==> config.mk <==
export PLATFORM = sky130hd
export DESIGN_NAME = nppz_smul
export DESIGN_NICKNAME = d
export VERILOG_FILES = /design/src/rtl/neutrino_pz_from_w_mass_top_defines.svh /design/src/rtl/nppz_smul.sv
export SDC_FILE = /design/constraint.sdc
export NUM_CORES = 2
export LEC_CHECK = 0
export BUFFER_PORTS_ARGS = -buffer_cell sky130_fd_sc_hd__buf_4
export CAP_MARGIN = 25
export CORE_UTILIZATION = 67
export CTS_BUF_LIST = sky130_fd_sc_hd__clkbuf_2 sky130_fd_sc_hd__clkbuf_4 sky130_fd_sc_hd__clkbuf_8
export CTS_CLUSTER_DIAMETER = 60
export DETAILED_ROUTE_END_ITERATION = 12
export GPL_ROUTABILITY_DRIVEN = 0
export PLACE_DENSITY = 0.95
export SYNTH_ARGS = -nofsm -noshare
export SYNTH_HDL_FRONTEND = slang
export SYNTH_SLANG_ARGS = --single-unit
export TNS_END_PERCENT = 20
==> constraint.sdc <==
create_clock -name i_clk -period 8.14 [get_ports i_clk]
set_input_delay 0.407 -clock i_clk [delete_from_list [all_inputs] [get_ports i_clk]]
set_output_delay 0.407 -clock i_clk [all_outputs]
set_load 0.03 [all_outputs]
==> src/rtl/neutrino_pz_from_w_mass_top_defines.svh <==
// Assertion macros shared by the neutrino pz block.
`ifndef NEUTRINO_PZ_FROM_W_MASS_TOP_DEFINES_SVH
`define NEUTRINO_PZ_FROM_W_MASS_TOP_DEFINES_SVH

// Same-cycle implication, clocked on i_clk and disabled during reset.
`define NPPZ_ASSERT_IMP(lbl, ante, cons, msg) \
    lbl: assert property (@(posedge i_clk) disable iff (!i_rst_n) (ante) |-> (cons)) \
        else $error(msg);

// Next-cycle implication, clocked on i_clk and disabled during reset.
`define NPPZ_ASSERT_NXT(lbl, ante, cons, msg) \
    lbl: assert property (@(posedge i_clk) disable iff (!i_rst_n) (ante) |=> (cons)) \
        else $error(msg);

`endif

==> src/rtl/nppz_smul.sv <==
// Two-stage signed multiplier built from four half-width partial products.
`timescale 1ns / 1ps
module nppz_smul #(
    parameter int AW = 32,
    parameter int BW = 32
) (
    input  logic                 i_clk,
    input  logic signed [AW-1:0] i_a,
    input  logic signed [BW-1:0] i_b,
    output logic signed [AW+BW-1:0] o_p
);

    localparam int LA = AW / 2;
    localparam int HA = AW - LA;
    localparam int LB = BW / 2;
    localparam int HB = BW - LB;
    localparam int PW = AW + BW;

    logic signed [HA-1:0]   w_ah;
    logic signed [LA:0]     w_al;
    logic signed [HB-1:0]   w_bh;
    logic signed [LB:0]     w_bl;
    logic signed [HA+HB-1:0]   r_hh;
    logic signed [HA+LB:0]     r_hl;
    logic signed [LA+HB:0]     r_lh;
    logic signed [LA+LB+1:0]   r_ll;

    // Upper halves keep the sign, lower halves are plain magnitudes.
    assign w_ah = i_a[AW-1:LA];
    assign w_al = $signed({1'b0, i_a[LA-1:0]});
    assign w_bh = i_b[BW-1:LB];
    assign w_bl = $signed({1'b0, i_b[LB-1:0]});

    always_ff @(posedge i_clk) begin
        r_hh <= w_ah * w_bh;
        r_hl <= w_ah * w_bl;
        r_lh <= w_al * w_bh;
        r_ll <= w_al * w_bl;
        o_p  <= (PW'(r_hh) <<< (LA + LB)) + (PW'(r_hl) <<< LA)
              + (PW'(r_lh) <<< LB) + PW'(r_ll);
    end

endmodule

==> qor.txt <==
Buffers on Ports -> 128
Final TNS setup -> 0 ns
Router iterations before antenna repair -> 6
Seq/Total Area, Yosys -> 0.09036
Cts hold-fix bufs -> 0
Ys async rst share -> 0
Relative slew margins -> 0.3803
Worst-Skew Late Latency -> 0.62 ns
CP Capture Type -> register
TritonCTS clock tree -> built
Avg Inst Size Synth -> 9.192 µm²
WP buf/inv -> 6
Area fraction of the dominant cell type after synthesis -> 0.4155
Initial Utilization -> 0.6801
Fillers -> 4,005
First DRT Iteration DRCs -> 3,254
Antenna Nets Post-Route -> 0
Hold crit path type -> in2reg
Post-cts sizing count -> 0
GR Util All Layers -> 0.3748
Final setup margin -> 1.609 ns
Crit Path Max Fanout -> 32
DR vias/cell -> 6.096
Slowest cell delay on critical path -> 0.75 ns
Max-cap violations -> 0
Synth Instances -> 4,676
Initial antenna violation count -> 4
Final WL -> 114,800 µm
Nets -> 6,066
CP delay by family, top -> adder cells
Area Overhead vs Synth -> 4.046%
Cell Chain, Critical Path -> buf_4 -> nand2_1 -> inv_1 -> fa_1 -> inv_1 -> fa_1 -> inv_1 -> fa_1 -> inv_1 -> fa_1 -> fa_1 -> fa_1 -> inv_1 -> ha_1 -> a21oi_1 -> o21ai_0 -> a2111oi_0 -> a21oi_1 -> and4_1 -> nor4_1 -> o21bai_1 -> xor2_1
Fmax -> 0.1531 GHz
Layout cells sized above 1 -> 0.03960
Worst-Margin Slew -> 0.9296 ns
Total CTS buffers -> 17
Die area -> 65,170 µm²
Die Ht -> 255.3 µm
Total congestion overflow -> 0
Post-Synthesis Cell Area -> 42,980 µm²
Synthesized netlist net count -> 6,109
DR DRC count -> 0
Min Tclk post-route -> 6.531 ns
Setup crit start kind -> input pin
Pre-CTS setup slack -> 1.156 ns
Setup violations, final -> 0
Most frequent cells in the layout -> inv_1 (1,003), fa_1 (892), nand2_1 (551)
Post-synth EDFFs -> 0
Vias -> 33,500
IO Pins -> 129
Post-synth top area cell -> fa_1
Row count -> 92
Synth top area cells -> fa_1 (42%), ha_1 (14%), dfxtp_1 (9.0%), inv_1 (8.8%), and2_1 (7.2%)
Final Hold Fails -> 0
Clk sinks -> 194
Status -> complete, no violations
Worst Skew -> 0.02184 ns
Critical path type -> in2reg
First-pass GRT wire length -> 185,600 µm
WL/cell -> 20.89 µm
Root Driver -> clkbuf_8
Slowest cell on the critical path -> fa_1
DP HPWL -> 88,280 µm
Core box area -> 63,200 µm²
Setup repair bufs after CTS -> 0
RSZ-0062 raised after global routing -> no
CTS clk-pin slew, worst paths -> 0.13 ns
Die Wd -> 255.3 µm
H-tree levels -> 4
Crit share post-route -> 0.8024
Warnings, synthesis -> 0
Final Max Tran Viols -> 0
Ys flop type -> dfxtp_1
Register bit total from synthesis -> 194
Most frequent CP cell -> fa_1
Critical path required time -> 8.66 ns
Commonest non-fill, non-tap cell in the layout -> inv_1
Synth unique cells -> 67
Vias in the first global route -> 37,380
Crit path DAT -> 7.05 ns
Largest net degree at the start of global routing -> 33
Clock Tree Buf Depth -> 2
-- cells in the mapped netlist (3+ instances only) --
cell / count
a21oi_1: 128
a41oi_1: 4
o21a_1: 31
a21o_1: 62
nor3_1: 28
or2_2: 4
a211oi_1: 24
a221oi_1: 5
nand3b_1: 3
nor2_1: 118
o2111ai_1: 4
nand2b_1: 34
a21boi_0: 5
o31ai_1: 6
o311ai_0: 3
dfxtp_1: 194
and2_1: 494
o21bai_1: 23
o21ai_0: 82
o21ai_1: 7
o211ai_1: 7
a2111oi_0: 9
nand3_1: 30
and3_1: 15
a22oi_1: 3
inv_1: 1003
nor4_1: 4
nand2_1: 551
a31o_2: 6
a31oi_1: 8
clkbuf_1: 195
ha_1: 476
xnor2_1: 115
and4_1: 6
fa_1: 892
or3_1: 4
nor2b_1: 9
nand4_1: 9
a211o_1: 3
xor2_1: 41
-- registers in the layout, summed over array words and instances (netlist names) --
signal  count
r_lh       33
r_hh       32
r_hl       33
r_ll       32
o_p        64
-- per-stage QoR --
stage / instances / instance area [µm²] / utilization / hold WS, ns
after floorplan: 4676 / 42980 / - / 0.3096
after global placement: 5459 / 44300 / 0.7010 / 0.3104
after detailed placement: 5459 / 44300 / 0.7010 / 0.3121
after CTS: 5491 / 44680 / 0.7071 / 0.2501
after global routing: 5493 / 44710 / 0.7076 / 0.2763
final: 5495 / 44720 / 0.7076 / 0.3152
-- cell type report --
type                       instances  area [µm²]  area share
inverter                        1005        3772     0.08436
tap                              846        1059     0.02367
multi-input combinational       3282       34590      0.7735
clock buffer                      19       249.0    0.005568
clock inverter                    13       137.6    0.003078
sequential                       194        3884     0.08685
timing repair buffer             133        1018     0.02278
antenna                            3       7.507   0.0001679
-- worst register-to-register path: stages (launching register included) --
cell,delay (ns)
dfxtp_1,0.33
inv_1,0.06
fa_1,0.42
inv_1,0.07
ha_1,0.19
inv_1,0.08
fa_1,0.46
nor2b_1,0.17
o2111a_1,0.23
o311a_1,0.24
o211ai_2,0.20
a21oi_1,0.62
o211ai_1,0.23
and2_1,0.22
o31ai_1,0.36
xnor2_1,0.16
-- worst paths after layout --
| kind | to | slack (ns) | start | cells past startpoint |
|---|---|---|---|---|
| hold reg to reg | o_p[9]$_DFF_P_ | 0.32 | r_ll[9]$_DFF_P_ | 0 |
| setup / recovery | r_hh[30]$_DFF_P_ | 1.61 | i_b[17] | 22 |
| hold / removal | r_hh[0]$_DFF_P_ | 0.32 | i_b[16] | 2 |
| setup reg to reg | o_p[53]$_DFF_P_ | 4.03 | r_hl[0]$_DFF_P_ | 15 |
-- metal layers --
metal / track usage / wire length, µm
met1: 0.4254 / 37840
met3: 0.1025 / 13800
met4: 0.2809 / 9116
met5: 0 / 27
met2: 0.6072 / 54020
-- cell families (layout without fill, tap and decap cells) --
family	after synthesis	in the layout	share of synthesized area
fa+ha+maj	1368	1368	0.5540
simple gates	1314	1314	0.1513
buf+inv	1200	1170	0.1048
compound gates	442	442	0.06719
flops	194	194	0.09036
xor+xnor	156	156	0.03179
mux	2	2	0.0004658
other cells	0	3	0
Power is not shown: default switching activity piles up to over one toggle a cycle in this logic, so the estimate is an artifact.
